==> src/speak_gate_rate_policy_unit_defines.svh <==
// Assertion macros shared by the speak gate rate policy unit.
`ifndef SPEAK_GATE_RATE_POLICY_UNIT_DEFINES_SVH
`define SPEAK_GATE_RATE_POLICY_UNIT_DEFINES_SVH

`ifndef ASSERT_OFF
// same-cycle implication, disabled in reset
`define SGRP_ASSERT_IMP(name, clk, rst, ante, cons) \
  name: assert property (@(posedge clk) disable iff (rst) (ante) |-> (cons)) \
    else $error("sgrp assertion failed");
// next-cycle implication, disabled in reset
`define SGRP_ASSERT_NXT(name, clk, rst, ante, cons) \
  name: assert property (@(posedge clk) disable iff (rst) (ante) |=> (cons)) \
    else $error("sgrp assertion failed");
`else
`define SGRP_ASSERT_IMP(name, clk, rst, ante, cons)
`define SGRP_ASSERT_NXT(name, clk, rst, ante, cons)
`endif

`endif

==> src/sgrp_pkg.sv <==
// Types, codes and constants of the speak gate rate policy unit.
package sgrp_pkg;

  localparam int unsigned WINDOW_SECONDS = 3600;
  localparam int unsigned CFG_IDX_W      = 3;
  localparam int unsigned CFG_DATA_W     = 16;

  localparam logic [31:0] CNT_MAX = 32'hFFFF_FFFF;
  localparam logic [15:0] WIN_MAX = 16'hFFFF;
  localparam logic [31:0] WINDOW_LEN = 32'(WINDOW_SECONDS);

  typedef enum logic [2:0] {
    OP_EVALUATE   = 3'd0,
    OP_SPOKEN     = 3'd1,
    OP_ACCEPTED   = 3'd2,
    OP_DISMISSED  = 3'd3,
    OP_SUPPRESSED = 3'd4
  } op_e;

  typedef enum logic [3:0] {
    VD_SPEAK        = 4'd0,
    VD_DISABLED     = 4'd1,
    VD_LOW_CONF     = 4'd2,
    VD_EXCLUDED     = 4'd3,
    VD_FULL_SCREEN  = 4'd4,
    VD_BUSY         = 4'd5,
    VD_DISMISS_CD   = 4'd6,
    VD_COOLDOWN     = 4'd7,
    VD_BUDGET       = 4'd8,
    VD_REDUCED      = 4'd9
  } verdict_e;

  typedef enum logic [CFG_IDX_W-1:0] {
    REG_MODE_BITS      = 3'd0,
    REG_MIN_CONFIDENCE = 3'd1,
    REG_QUIET_INPUT    = 3'd2,
    REG_DISMISS_CD     = 3'd3,
    REG_COOLDOWN       = 3'd4,
    REG_MAX_PER_HOUR   = 3'd5,
    REG_MIN_PRECISION  = 3'd6,
    REG_SAMPLE_FLOOR   = 3'd7
  } cfg_idx_e;

  typedef struct packed {
    logic [1:0]  mode_bits;
    logic [15:0] min_confidence;
    logic [15:0] quiet_input_seconds;
    logic [15:0] dismissal_cooldown_seconds;
    logic [15:0] cooldown_seconds;
    logic [7:0]  max_per_hour;
    logic [15:0] min_precision;
    logic [15:0] precision_sample_floor;
  } cfg_t;

  localparam cfg_t CFG_RESET = '{
    mode_bits:                  2'd3,
    min_confidence:             16'd45875,
    quiet_input_seconds:        16'd30,
    dismissal_cooldown_seconds: 16'd1800,
    cooldown_seconds:           16'd300,
    max_per_hour:               8'd4,
    min_precision:              16'd32768,
    precision_sample_floor:     16'd5
  };

  typedef struct packed {
    logic [2:0]  operation;
    logic [31:0] time_now;
    logic [15:0] confidence;
    logic [15:0] idle_seconds;
    logic        source_excluded;
    logic        source_full_screen;
  } item_t;

  typedef struct packed {
    logic        has_spoken;
    logic        has_dismissal;
    logic [31:0] last_spoken_time;
    logic [31:0] last_dismissed_time;
    logic [31:0] window_start_time;
    logic [15:0] spoken_in_window;
    logic [31:0] spoken_count;
    logic [31:0] accepted_count;
    logic [31:0] dismissed_count;
    logic [31:0] suppressed_count;
  } st_t;

  typedef struct packed {
    verdict_e    verdict;
    logic [31:0] spoken_total;
    logic [31:0] accepted_total;
    logic [31:0] dismissed_total;
    logic [31:0] suppressed_total;
  } res_t;

endpackage

==> src/sgrp_channels.sv <==
// Item and result channel interfaces of the speak gate rate policy unit.
interface sgrp_in_if;
  logic        valid;
  logic        ready;
  logic [2:0]  operation;
  logic [31:0] time_now;
  logic [15:0] confidence;
  logic [15:0] idle_seconds;
  logic        source_excluded;
  logic        source_full_screen;

  modport source (output valid, operation, time_now, confidence, idle_seconds,
                  source_excluded, source_full_screen, input ready);
  modport sink (input valid, operation, time_now, confidence, idle_seconds,
                source_excluded, source_full_screen, output ready);
endinterface

interface sgrp_out_if;
  logic        valid;
  logic        ready;
  logic [3:0]  verdict;
  logic        rate_reduced;
  logic [31:0] spoken_total;
  logic [31:0] accepted_total;
  logic [31:0] dismissed_total;
  logic [31:0] suppressed_total;

  modport source (output valid, verdict, rate_reduced, spoken_total, accepted_total,
                  dismissed_total, suppressed_total, input ready);
  modport sink (input valid, verdict, rate_reduced, spoken_total, accepted_total,
                dismissed_total, suppressed_total, output ready);
endinterface

==> src/sgrp_cfg_regs.sv <==
// Configuration register file with a plain write port.
module sgrp_cfg_regs import sgrp_pkg::*; (
  input  logic                  clk,
  input  logic                  rst,
  input  logic                  wr_en,
  input  logic [CFG_IDX_W-1:0]  wr_index,
  input  logic [CFG_DATA_W-1:0] wr_data,
  output cfg_t                  cfg,
  output logic [15:0]           min_precision_next
);

  cfg_t cfg_next;

  // write decode
  always_comb begin
    cfg_next = cfg;
    if (wr_en) begin
      unique case (cfg_idx_e'(wr_index))
        REG_MODE_BITS:      cfg_next.mode_bits = wr_data[1:0];
        REG_MIN_CONFIDENCE: cfg_next.min_confidence = wr_data;
        REG_QUIET_INPUT:    cfg_next.quiet_input_seconds = wr_data;
        REG_DISMISS_CD:     cfg_next.dismissal_cooldown_seconds = wr_data;
        REG_COOLDOWN:       cfg_next.cooldown_seconds = wr_data;
        REG_MAX_PER_HOUR:   cfg_next.max_per_hour = wr_data[7:0];
        REG_MIN_PRECISION:  cfg_next.min_precision = wr_data;
        REG_SAMPLE_FLOOR:   cfg_next.precision_sample_floor = wr_data;
        default:            cfg_next = cfg;
      endcase
    end
  end

  assign min_precision_next = cfg_next.min_precision;

  always_ff @(posedge clk) begin
    if (rst) begin
      cfg <= CFG_RESET;
    end else begin
      cfg <= cfg_next;
    end
  end

endmodule

==> src/sgrp_state.sv <==
// Event state, saturating counters and the registered precision product.
module sgrp_state import sgrp_pkg::*; (
  input  logic        clk,
  input  logic        rst,
  input  logic        upd,
  input  item_t       item,
  input  cfg_t        cfg,
  input  logic [15:0] min_precision_next,
  output st_t         st,
  output st_t         st_next,
  output logic        reduced
);

  logic [31:0] win_elapsed;
  logic        win_restart;
  logic [15:0] win_base;
  logic [32:0] judged;
  logic [32:0] judged_next;
  logic        judged_inc;
  logic [48:0] prod;
  logic [48:0] prod_next;
  logic [15:0] floor_eff;

  assign win_elapsed = item.time_now - st.window_start_time;
  assign win_restart = !st.has_spoken || (win_elapsed >= WINDOW_LEN);
  assign win_base    = win_restart ? 16'd0 : st.spoken_in_window;

  // record updates
  always_comb begin
    st_next = st;
    if (upd) begin
      case (op_e'(item.operation))
        OP_SPOKEN: begin
          if (win_restart) st_next.window_start_time = item.time_now;
          st_next.spoken_in_window = (win_base != WIN_MAX) ? win_base + 16'd1 : win_base;
          if (st.spoken_count != CNT_MAX) st_next.spoken_count = st.spoken_count + 32'd1;
          st_next.last_spoken_time = item.time_now;
          st_next.has_spoken       = 1'b1;
        end
        OP_ACCEPTED: begin
          if (st.accepted_count != CNT_MAX) st_next.accepted_count = st.accepted_count + 32'd1;
        end
        OP_DISMISSED: begin
          if (st.dismissed_count != CNT_MAX) begin
            st_next.dismissed_count = st.dismissed_count + 32'd1;
          end
          st_next.last_dismissed_time = item.time_now;
          st_next.has_dismissal       = 1'b1;
        end
        OP_SUPPRESSED: begin
          if (st.suppressed_count != CNT_MAX) begin
            st_next.suppressed_count = st.suppressed_count + 32'd1;
          end
        end
        default: ;
      endcase
    end
  end

  // judged count tracks accepted + dismissed; product follows it and min_precision
  assign judged_inc  = (st_next.accepted_count != st.accepted_count) ||
                       (st_next.dismissed_count != st.dismissed_count);
  assign judged_next = judged + {32'd0, judged_inc};
  assign prod_next   = {33'd0, min_precision_next} * {16'd0, judged_next};

  always_ff @(posedge clk) begin
    if (rst) begin
      st     <= '0;
      judged <= '0;
      prod   <= '0;
    end else begin
      st     <= st_next;
      judged <= judged_next;
      prod   <= prod_next;
    end
  end

  // low precision: enough judged events and accepted/judged below threshold
  assign floor_eff = (cfg.precision_sample_floor == 16'd0) ? 16'd1
                                                           : cfg.precision_sample_floor;
  assign reduced   = (judged >= {17'd0, floor_eff}) &&
                     ({1'b0, st.accepted_count, 16'd0} < prod);

endmodule

==> src/sgrp_eval.sv <==
// Verdict chain for an evaluate item against the current state.
module sgrp_eval import sgrp_pkg::*; (
  input  item_t    item,
  input  cfg_t     cfg,
  input  st_t      st,
  input  logic     reduced,
  output verdict_e verdict
);

  logic [31:0] since_dismiss;
  logic [31:0] since_spoken;
  logic [31:0] since_window;
  logic [7:0]  budget_half;
  logic [7:0]  budget;
  logic [15:0] used;

  assign since_dismiss = item.time_now - st.last_dismissed_time;
  assign since_spoken  = item.time_now - st.last_spoken_time;
  assign since_window  = item.time_now - st.window_start_time;

  // halved budget keeps a floor of one
  assign budget_half = (cfg.max_per_hour[7:1] == 7'd0) ? 8'd1 : {1'b0, cfg.max_per_hour[7:1]};
  assign budget      = reduced ? budget_half : cfg.max_per_hour;
  assign used        = (st.has_spoken && (since_window < WINDOW_LEN)) ? st.spoken_in_window
                                                                       : 16'd0;

  // checks in fixed priority order
  always_comb begin
    verdict = VD_SPEAK;
    if (op_e'(item.operation) == OP_EVALUATE) begin
      if (!cfg.mode_bits[0]) begin
        verdict = VD_DISABLED;
      end else if (item.confidence < cfg.min_confidence) begin
        verdict = VD_LOW_CONF;
      end else if (item.source_excluded) begin
        verdict = VD_EXCLUDED;
      end else if (cfg.mode_bits[1] && item.source_full_screen) begin
        verdict = VD_FULL_SCREEN;
      end else if (item.idle_seconds < cfg.quiet_input_seconds) begin
        verdict = VD_BUSY;
      end else if (st.has_dismissal &&
                   (since_dismiss < {16'd0, cfg.dismissal_cooldown_seconds})) begin
        verdict = VD_DISMISS_CD;
      end else if (st.has_spoken && (since_spoken < {16'd0, cfg.cooldown_seconds})) begin
        verdict = VD_COOLDOWN;
      end else if (used >= {8'd0, budget}) begin
        verdict = reduced ? VD_REDUCED : VD_BUDGET;
      end
    end
  end

endmodule

==> src/speak_gate_rate_policy_unit.sv <==
// Top level of the speak gate rate policy unit: three-stage item pipeline.
//
//   channel   dir   handshake      payload
//   in_ch     in    valid/ready    operation, time_now, confidence, idle_seconds, flags
//   out_ch    out   valid/ready    verdict, rate_reduced, four event totals
//   wr_*      in    wr_en only     wr_index, wr_data
//
// One item per cycle while out_ch does not stall; a result is offered on out_ch after
// its transfer in (input register at the transfer edge, then result and output
// registers). The state update lands as an item leaves the input register, and the
// output register samples rate_reduced from the precision product registered with it.
// Each stage holds while the next is full and stalled, so an item is still taken
// while a result waits if a stage is free; rst clears state and counters, presets cfg.
`include "speak_gate_rate_policy_unit_defines.svh"

module speak_gate_rate_policy_unit import sgrp_pkg::*; (
  input  logic                  clk,
  input  logic                  rst,
  input  logic                  wr_en,
  input  logic [CFG_IDX_W-1:0]  wr_index,
  input  logic [CFG_DATA_W-1:0] wr_data,
  sgrp_in_if.sink               in_ch,
  sgrp_out_if.source            out_ch
);

  cfg_t        cfg;
  logic [15:0] min_precision_next;
  st_t         st;
  st_t         st_next;
  logic        reduced;
  verdict_e    verdict;

  item_t       item;
  logic        v1;
  res_t        res;
  logic        v2;
  res_t        outr;
  logic        out_reduced;
  logic        v3;

  logic        ready1;
  logic        ready2;
  logic        ready3;
  logic        upd;
  logic        out_judged;

  sgrp_cfg_regs u_cfg (
    .clk                (clk),
    .rst                (rst),
    .wr_en              (wr_en),
    .wr_index           (wr_index),
    .wr_data            (wr_data),
    .cfg                (cfg),
    .min_precision_next (min_precision_next)
  );

  sgrp_state u_state (
    .clk                (clk),
    .rst                (rst),
    .upd                (upd),
    .item               (item),
    .cfg                (cfg),
    .min_precision_next (min_precision_next),
    .st                 (st),
    .st_next            (st_next),
    .reduced            (reduced)
  );

  sgrp_eval u_eval (
    .item    (item),
    .cfg     (cfg),
    .st      (st),
    .reduced (reduced),
    .verdict (verdict)
  );

  // per-stage flow control
  assign ready3 = !v3 || out_ch.ready;
  assign ready2 = !v2 || ready3;
  assign ready1 = !v1 || ready2;
  assign upd    = v1 && ready2;

  assign in_ch.ready = ready1;

  // input register
  always_ff @(posedge clk) begin
    if (rst) begin
      v1 <= 1'b0;
    end else if (ready1) begin
      v1 <= in_ch.valid;
    end
  end

  always_ff @(posedge clk) begin
    if (ready1 && in_ch.valid) begin
      item.operation          <= in_ch.operation;
      item.time_now           <= in_ch.time_now;
      item.confidence         <= in_ch.confidence;
      item.idle_seconds       <= in_ch.idle_seconds;
      item.source_excluded    <= in_ch.source_excluded;
      item.source_full_screen <= in_ch.source_full_screen;
    end
  end

  // result register: verdict and totals after this item's update
  always_ff @(posedge clk) begin
    if (rst) begin
      v2 <= 1'b0;
    end else if (ready2) begin
      v2 <= v1;
    end
  end

  always_ff @(posedge clk) begin
    if (upd) begin
      res.verdict          <= verdict;
      res.spoken_total     <= st_next.spoken_count;
      res.accepted_total   <= st_next.accepted_count;
      res.dismissed_total  <= st_next.dismissed_count;
      res.suppressed_total <= st_next.suppressed_count;
    end
  end

  // output register: adds rate_reduced of the updated state
  always_ff @(posedge clk) begin
    if (rst) begin
      v3 <= 1'b0;
    end else if (ready3) begin
      v3 <= v2;
    end
  end

  always_ff @(posedge clk) begin
    if (ready3 && v2) begin
      outr        <= res;
      out_reduced <= reduced;
    end
  end

  assign out_ch.valid            = v3;
  assign out_ch.verdict          = outr.verdict;
  assign out_ch.rate_reduced     = out_reduced;
  assign out_ch.spoken_total     = outr.spoken_total;
  assign out_ch.accepted_total   = outr.accepted_total;
  assign out_ch.dismissed_total  = outr.dismissed_total;
  assign out_ch.suppressed_total = outr.suppressed_total;

  assign out_judged = (outr.accepted_total != 32'd0) || (outr.dismissed_total != 32'd0);

  // state moves only when an item leaves the input register
  `SGRP_ASSERT_NXT(a_cnt_hold, clk, rst, !upd, $stable(st))
  // reduced rate needs at least one judged event
  `SGRP_ASSERT_IMP(a_reduced_judged, clk, rst, v3 && out_reduced, out_judged)
  // a full input register that cannot drain means the result stage is blocked
  `SGRP_ASSERT_IMP(a_stall_chain, clk, rst, v1 && !in_ch.ready, v2 && v3 && !out_ch.ready)

endmodule
==> src/flat_wrapper.sv <==
// flat-port wrapper written by rule: the top's interface ports become plain ports
module speak_gate_rate_policy_unit_flat import sgrp_pkg::*;
  (clk, rst, wr_en, wr_index, wr_data, in_ch_valid, in_ch_operation, in_ch_time_now, in_ch_confidence, in_ch_idle_seconds, in_ch_source_excluded, in_ch_source_full_screen, in_ch_ready, out_ch_valid, out_ch_verdict, out_ch_rate_reduced, out_ch_spoken_total, out_ch_accepted_total, out_ch_dismissed_total, out_ch_suppressed_total, out_ch_ready);
  sgrp_in_if in_ch_i ();
  sgrp_out_if out_ch_i ();
  input  logic clk;
  input  logic rst;
  input  logic wr_en;
  input  logic [CFG_IDX_W-1:0] wr_index;
  input  logic [CFG_DATA_W-1:0] wr_data;
  input wire logic [$bits(in_ch_i.valid)-1:0] in_ch_valid;
  input wire logic [$bits(in_ch_i.operation)-1:0] in_ch_operation;
  input wire logic [$bits(in_ch_i.time_now)-1:0] in_ch_time_now;
  input wire logic [$bits(in_ch_i.confidence)-1:0] in_ch_confidence;
  input wire logic [$bits(in_ch_i.idle_seconds)-1:0] in_ch_idle_seconds;
  input wire logic [$bits(in_ch_i.source_excluded)-1:0] in_ch_source_excluded;
  input wire logic [$bits(in_ch_i.source_full_screen)-1:0] in_ch_source_full_screen;
  output wire logic [$bits(in_ch_i.ready)-1:0] in_ch_ready;
  output wire logic [$bits(out_ch_i.valid)-1:0] out_ch_valid;
  output wire logic [$bits(out_ch_i.verdict)-1:0] out_ch_verdict;
  output wire logic [$bits(out_ch_i.rate_reduced)-1:0] out_ch_rate_reduced;
  output wire logic [$bits(out_ch_i.spoken_total)-1:0] out_ch_spoken_total;
  output wire logic [$bits(out_ch_i.accepted_total)-1:0] out_ch_accepted_total;
  output wire logic [$bits(out_ch_i.dismissed_total)-1:0] out_ch_dismissed_total;
  output wire logic [$bits(out_ch_i.suppressed_total)-1:0] out_ch_suppressed_total;
  input wire logic [$bits(out_ch_i.ready)-1:0] out_ch_ready;
  assign in_ch_i.valid = in_ch_valid;
  assign in_ch_i.operation = in_ch_operation;
  assign in_ch_i.time_now = in_ch_time_now;
  assign in_ch_i.confidence = in_ch_confidence;
  assign in_ch_i.idle_seconds = in_ch_idle_seconds;
  assign in_ch_i.source_excluded = in_ch_source_excluded;
  assign in_ch_i.source_full_screen = in_ch_source_full_screen;
  assign in_ch_ready = in_ch_i.ready;
  assign out_ch_valid = out_ch_i.valid;
  assign out_ch_verdict = out_ch_i.verdict;
  assign out_ch_rate_reduced = out_ch_i.rate_reduced;
  assign out_ch_spoken_total = out_ch_i.spoken_total;
  assign out_ch_accepted_total = out_ch_i.accepted_total;
  assign out_ch_dismissed_total = out_ch_i.dismissed_total;
  assign out_ch_suppressed_total = out_ch_i.suppressed_total;
  assign out_ch_i.ready = out_ch_ready;
  speak_gate_rate_policy_unit u_core (.clk(clk), .rst(rst), .wr_en(wr_en), .wr_index(wr_index), .wr_data(wr_data), .in_ch(in_ch_i), .out_ch(out_ch_i));
endmodule
==> config.mk <==
export PLATFORM = sky130hd
export DESIGN_NAME = speak_gate_rate_policy_unit_flat
export DESIGN_NICKNAME = d
export VERILOG_FILES = /design/src/sgrp_pkg.sv /design/src/sgrp_channels.sv /design/src/sgrp_cfg_regs.sv /design/src/sgrp_state.sv /design/src/sgrp_eval.sv /design/src/speak_gate_rate_policy_unit.sv /design/src/flat_wrapper.sv
export VERILOG_INCLUDE_DIRS = /design/src /design/src/src
export SDC_FILE = /design/constraint.sdc
export NUM_CORES = 2
export LEC_CHECK = 0
export ABC_AREA = 1
export BUFFER_PORTS_ARGS = -buffer_cell sky130_fd_sc_hd__buf_4
export CORE_ASPECT_RATIO = 0.8
export CORE_MARGIN = 2
export CORE_UTILIZATION = 40
export CTS_CLUSTER_SIZE = 10
export DETAILED_ROUTE_END_ITERATION = 12
export PLACE_DENSITY = 0.57
export SLEW_MARGIN = 15
export SYNTH_ARGS = -nofsm -noshare
export SYNTH_HDL_FRONTEND = slang
export SYNTH_SLANG_ARGS = --single-unit
==> constraint.sdc <==
create_clock -name clk -period 7.41 [get_ports clk]
set_input_delay 0.741 -clock clk [delete_from_list [all_inputs] [get_ports clk]]
set_output_delay 0.741 -clock clk [all_outputs]
set_load 0.05 [all_outputs]
Yosys cells after proc, flatten, opt, wreduce, memory -nomap -nowiden:

Index checks and enable logic that the tools add are counted.

* $add $sub $neg: 9
* multiply operators: 1
* $lt $le $gt $ge: 9
* equal/unequal tests: 18
* muxes and demuxes: 27
* bitwise gates (word level): 3
* reduce and logical (&&, ||, !) cells: 34

Operator list (count)
* 2-to-1 mux 32 bit: 9
* adder 32 x 1 -> 32 bit (second input constant): 4
* 2-to-1 mux 128 bit: 1
* inequality test 32 bit (second input constant): 4
* 2-to-1 mux 16 bit: 6
* subtractor 32 bit: 3
* < comparator 32 x 16 -> 1 bit: 2
* inequality test 32 bit: 2
* < comparator 48 x 49 -> 1 bit: 1
* multiplier 16 x 33 -> 49 bit: 1
* adder 33 x 1 -> 33 bit: 1
* >= comparator 33 x 16 -> 1 bit: 1
* >= comparator 32 x 12 -> 1 bit (second input constant): 1
* < comparator 16 bit: 2
* < comparator 32 x 12 -> 1 bit (second input constant): 1
* AND reduction 2 bit: 10
* adder 16 x 1 -> 16 bit (second input constant): 1
* >= comparator 16 x 8 -> 1 bit: 1
* logical NOT 16 bit: 1
* inequality test 16 bit (second input constant): 1
* == test 3 bit (second input constant): 5
* == test 3 x 2 -> 1 bit (second input constant): 4
* 2-to-1 mux 3 bit: 4
* OR reduction 9 bit: 1
* 13 further kinds: 34

* register bits after elaboration: 767
* input port bits: 93

Logic depth before layout (Yosys ltp):

* word-level depth: 14
* gate-level depth with buffers: 49
* gate-level depth less buffers: 49

Modules after synthesis:

A second synthesis with hierarchy kept.

* cell total of the unflattened synthesis: 7834
* area total of the unflattened synthesis: 59373.2 µm²

Modules (own cells, without submodules)
* sgrp_state: instances 1, cells an instance 5161, area each 36099.6 µm²
* speak_gate_rate_policy_unit: instances 1, cells an instance 352, area each 10164.7 µm²
* sgrp_eval: instances 1, cells an instance 1712, area each 8964.8 µm²
* sgrp_cfg_regs: instances 1, cells an instance 609, area each 4144.0 µm²

Worst setup path before layout:

OpenSTA, ideal clock, no wires.

* path kind: input port to flip-flop
* start point: in out_ch_ready
* end point: reg u_core.u_state.prod[48]
* library setup time: 70 ps
* data arrival time: 8064 ps
* required time: 7340 ps
* slack: -724 ps
* stages: 48
* cells stage by stage: inv_1 > nand2_1 > nor2_1 > inv_1 > nand2_2 > inv_2 > nand2_4 > inv_2 > nand2_2 > nand2_1 > ha_1 > ha_1 > inv_1 > nor2_1 > nand2_1 > nor2_1 > nand4_1 > nor4_1 > (+12 left out) > fa_1 > inv_1 > fa_1 > fa_1 > inv_1 > fa_1 > inv_1 > ha_1 > nand2_1 > nor2_1 > inv_1 > nor2_1 > inv_1 > o221ai_1 > a21oi_1 > o31ai_1 > o21ai_0 > a21oi_1

* longest elaborated chain between the ends: 8

RTL lines
* start: declaration: line flat_wrapper.sv:26 `input wire logic [$bits(out_ch_i.ready)-1:0] out_ch_ready;`
* logical OR 1 bit *: line speak_gate_rate_policy_unit.sv:78 `assign ready3 = !v3 || out_ch.ready;`
* logical OR 1 bit *: line speak_gate_rate_policy_unit.sv:79 `assign ready2 = !v2 || ready3;`
* logical AND 1 bit *: line speak_gate_rate_policy_unit.sv:81 `assign upd = v1 && ready2;`
* 2-to-1 mux 128 bit *: line sgrp_state.sv:31 `if (upd) begin`
* inequality test 32 bit (on tied branches): line sgrp_state.sv:61, sgrp_state.sv:62
* logical OR 1 bit *: line sgrp_state.sv:61 `assign judged_inc = (st_next.accepted_count != st.accepted_count) ||`
* adder 33 x 1 -> 33 bit *: line sgrp_state.sv:63 `assign judged_next = judged + {32'd0, judged_inc};`
* multiplier 16 x 33 -> 49 bit *: line sgrp_state.sv:64 `assign prod_next = {33'd0, min_precision_next} * {16'd0, judged_next};`
* end signal: assignment: line sgrp_state.sv:74 `prod <= prod_next;`
* end: declaration: line sgrp_state.sv:20 `logic [48:0] prod;`

Every way passes the cells marked *; elsewhere a longest branch is shown, timed or not.
A chain may end at the register's enable or synchronous reset.

Worst setup path in the final report:

* start point: reg, netlist name u_core.u_state.st[65]
* end point: reg u_core.u_state.prod[39]

* longest elaborated chain between the ends: 8

RTL lines
* adder 32 x 1 -> 32 bit or inequality test 32 bit (tied branches): line sgrp_state.sv:41 `if (st.accepted_count != CNT_MAX) st_next.accepted_count = st.accepted_count + 32'd1;`
* 2-to-1 mux 32 bit: line sgrp_state.sv:41
* 2-to-1 mux 32 bit: line sgrp_state.sv:32 `case (op_e'(item.operation))`
* 2-to-1 mux 128 bit: line sgrp_state.sv:31
* inequality test 32 bit *: line sgrp_state.sv:61
* logical OR 1 bit *: line sgrp_state.sv:61
* adder 33 x 1 -> 33 bit *: line sgrp_state.sv:63
* multiplier 16 x 33 -> 49 bit *: line sgrp_state.sv:64

Marked as above.

==> results.yml <==
timing:
  fin_worst_skew_ns: 0.0542
  setup_tns_ns: -4.93
  hold_viol: 0
  fin_crit_sh: 1.04
  max_slew_margin: 0.258
  rsz0062_at_grt: "true"
  slew_violations: 0
  fin_crit_ns: 7.71
  worstMarginPinSlew_ns: 1.11
  clock.fmax_mhz: 130
  setup_viol: 24
  worst_slack_ns: -0.298
power_and_ir_drop:
  peakVddDrop_v: 0.000173
  p_leak_nw: 30.6
  total_power_mw: 10.0
  power_density_nw_per_um2: 148
logic_synthesis:
  yosysUniqueCellTypes: 58
  yosys.area.top_type: "edfxtp_1"
  synth_area_leaders: "edfxtp_1 (18%), fa_1 (16%), dfxtp_1 (16%)"
  yosysMostFrequentCell: "nand2_1"
  syn_area_sq_um: 54900
  synthTopCellsByCount: "nand2_1 (1326), inv_1 (1314), nor2_1 (749)"
  synth_cells: 6779
  yosysSeqAreaShare: 0.341
  synthFlopType: "dfxtp_1"
  syn_nets: 7644
  syn_avg_cell_area_sq_um: 8.10
  netlist.area_leader.share: 0.183
  yosysWarnings: 0
  async_flop_share: 0
  synth_edf_count: 334
  ys_ff_latch: 767
critical_path:
  cp-endpoint: "u_core.u_state.prod[39]"
  required_ns: 8.03
  critPathKind: "reg2reg"
  critPathMaxStageDelay_ns: 0.63
  cp-startpoint: "u_core.u_state.st[65]"
  slowest_stage: "fa_1"
  worst_setup_path_end_kind: "flop"
  reg2regPathDepth: 39
  critPathLaunchType: "flop"
  cp_max_fo: 5
  reg2reg_to: "u_core.u_state.prod[39]"
  r2r_slack_ns: -0.30
  worstReg2RegStart: "u_core.u_state.st[65]"
  crit_arrival_ns: 8.33
min_path:
  hold_path_class: "in2reg"
global_routing:
  grt_pass1_wl_um: 264000
  antenna_found_initial: 3
  gr-total-overflow: 0
  grt_max_degree: 178
  grtUsageTotal: 0.242
  grt_pass1_vias: 46100
cells_and_area:
  fillers: 13100
  syn_to_final_growth_pct: 23.7
  multi_input_area_sq_um: 32300
  utilization: 0.499
  fin_nets: 8410
  drive_above_1_share: 0.194
  ff_latch_area_sq_um: 18700
placement:
  gp_congestion: 0.936
  dp_hpwl_um: 132000
  port_buffers: 227
clocking:
  cts_buffers: 91
  path_clk_slew_ns: 0.06
  ctsHoldBuffers: 0
  cts-root-buf: "clkbuf_16"
  cts_sinks: 767
  clk_latency_ns: 0.73
  cts_htree_levels: 3
  cts_max_path_buffers: 3
  cts_tree: "done"
detailed_routing:
  top_layer_used: "met4"
  drtAntennaViolNets: 0
  vias: 46500
  firstDrtPassIters: 8
  wirelength_um: 170000
  drc: 0
  met1_length_um: 79900
  wl_met2_um: 76600
  wl_met3_um: 9430
  via_per_inst: 4.95
  dr.first_iter.drc_count: 3351
  wl_per_cell_um: 18.0
run_status:
  violations: "setup timing"
  outcome: "finished, violations left"
die:
  die_x_um: 418
  fp.dieArea_sq_um: 140000
  core_area_sq_um: 136000
  placementRows: 121
  die_h_um: 335
  ios: 228
  start_util: 0.403
run:
  max_cap_viol_count: 0
## worst max-delay path: cells and delay by family, from the launching register on
family | cells | cell delay, ns
buf+inv | 12 | 1.32
compound gates | 5 | 0.64
xor+xnor | 1 | 0.19
fa+ha+maj | 10 | 3.93
simple gates | 11 | 1.13
flops | 1 | 0.36
## cell families after synthesis
logic type | synth area share
flip-flops | 0.341
AND/OR/NAND/NOR | 0.209
buffers and inverters | 0.104
AO/OA/AOI/OAI | 0.0866
adder cells (fa/ha/maj) | 0.235
multiplexers | 0.000365
XOR/XNOR | 0.0246
## layer usage
layer	track usage	vias to the layer above
li1	-	22900
met1	0.345	22300
met2	0.386	1101
met3	0.0381	179
met4	0.0563	0
met5	0	-
## where the power goes
group / internal, mW / switching [mW] / leakage, nW
Combinational: 0.377 / 0.786 / 22.4
Sequential: 4.51 / 0.0623 / 6.83
Clock: 2.46 / 1.86 / 1.34
## registers in the layout (all words and copies together), names as in the netlist
name                            flops
u_core.out_ch.dismissed_total      32
u_core.v1                           1
u_core.res                        132
u_core.u_state.prod                49
u_core.out_ch.verdict               4
u_core.u_state.judged              33
u_core.u_cfg.cfg                  106
u_core.u_state.st                 242
u_core.out_ch.spoken_total         32
u_core.out_ch.suppressed_total     32
u_core.out_ch.accepted_total       32
u_core.v2                           1
u_core.out_ch.rate_reduced          1
u_core.out_ch.valid                 1
u_core.item                        69
## layout make-up
| cell class | count | share of cell area |
|---|---|---|
| Multi-Input combinational cell | 4501 | 0.476 |
| Sequential cell | 767 | 0.275 |
| Timing Repair Buffer | 829 | 0.0987 |
| Inverter | 1355 | 0.0760 |
| Clock buffer | 151 | 0.0380 |
| Tap cell | 1783 | 0.0328 |
| Clock inverter | 13 | 0.00350 |
| Antenna cell | 1 | 0.0000368 |
## how the worst min path moves through the flow
stage	slack, ns	endpoint	start	depth (start not counted)
6_report	0.20	u_core.item[14]	in_ch_idle_seconds[12]	1
5_1_grt	0.16	u_core.item[14]	in_ch_idle_seconds[12]	1
4_1_cts	0.14	u_core.item[14]	in_ch_idle_seconds[12]	1
3_5_place_dp	0.40	u_core.out_ch.accepted_total[21]	u_core.res[85]	0
3_3_place_gp	0.40	u_core.out_ch.accepted_total[26]	u_core.res[90]	0
2_1_floorplan	0.40	u_core.out_ch.accepted_total[0]	u_core.res[64]	0
## stage by stage
stage	cells	hold slack (ns)	setup WS, ns	area, sq um
2_1_floorplan	6779	0.400	-0.158	55200
3_3_place_gp	9136	0.402	-1.04	62600
3_5_place_dp	9136	0.405	-1.07	62600
4_1_cts	9352	0.144	-0.204	66800
5_1_grt	9399	0.157	-0.650	67900
6_report	9400	0.200	-0.298	67900
## layout by cell type (no fill, tap or decap), types with 12 or more instances in the layout
master and count:
edfxtp_1 334, o21a_1 38, o21ai_2 19, nor2_4 28
o211ai_1 30, a21oi_1 381, clkbuf_16 93, nor2_2 44
dfxtp_1 429, ha_1 300, xor2_1 117, nand4_1 88
nor4_1 51, fa_1 411, o21ai_0 269, nand3_1 199
or2_2 23, buf_12 25, nand2_2 91, buf_4 763
a21oi_2 45, o21ai_1 18, nand2_4 26, and2_1 22
fa_2 24, inv_2 89, buf_6 39, inv_1 1236
o21bai_1 12, xnor2_1 35, nor3_1 105, nand2_1 1233
nand3_2 17, nor2_1 707, clkbuf_1 53, ha_4 35
nor3_2 14
## what timing repair did
action	CTS	global route
setup buffers	53	47
setup endpoints to repair	34	34
gates resized for setup	250	217
cloned	0	1
pin swaps	125	120
(Power assumes the default switching activity.)
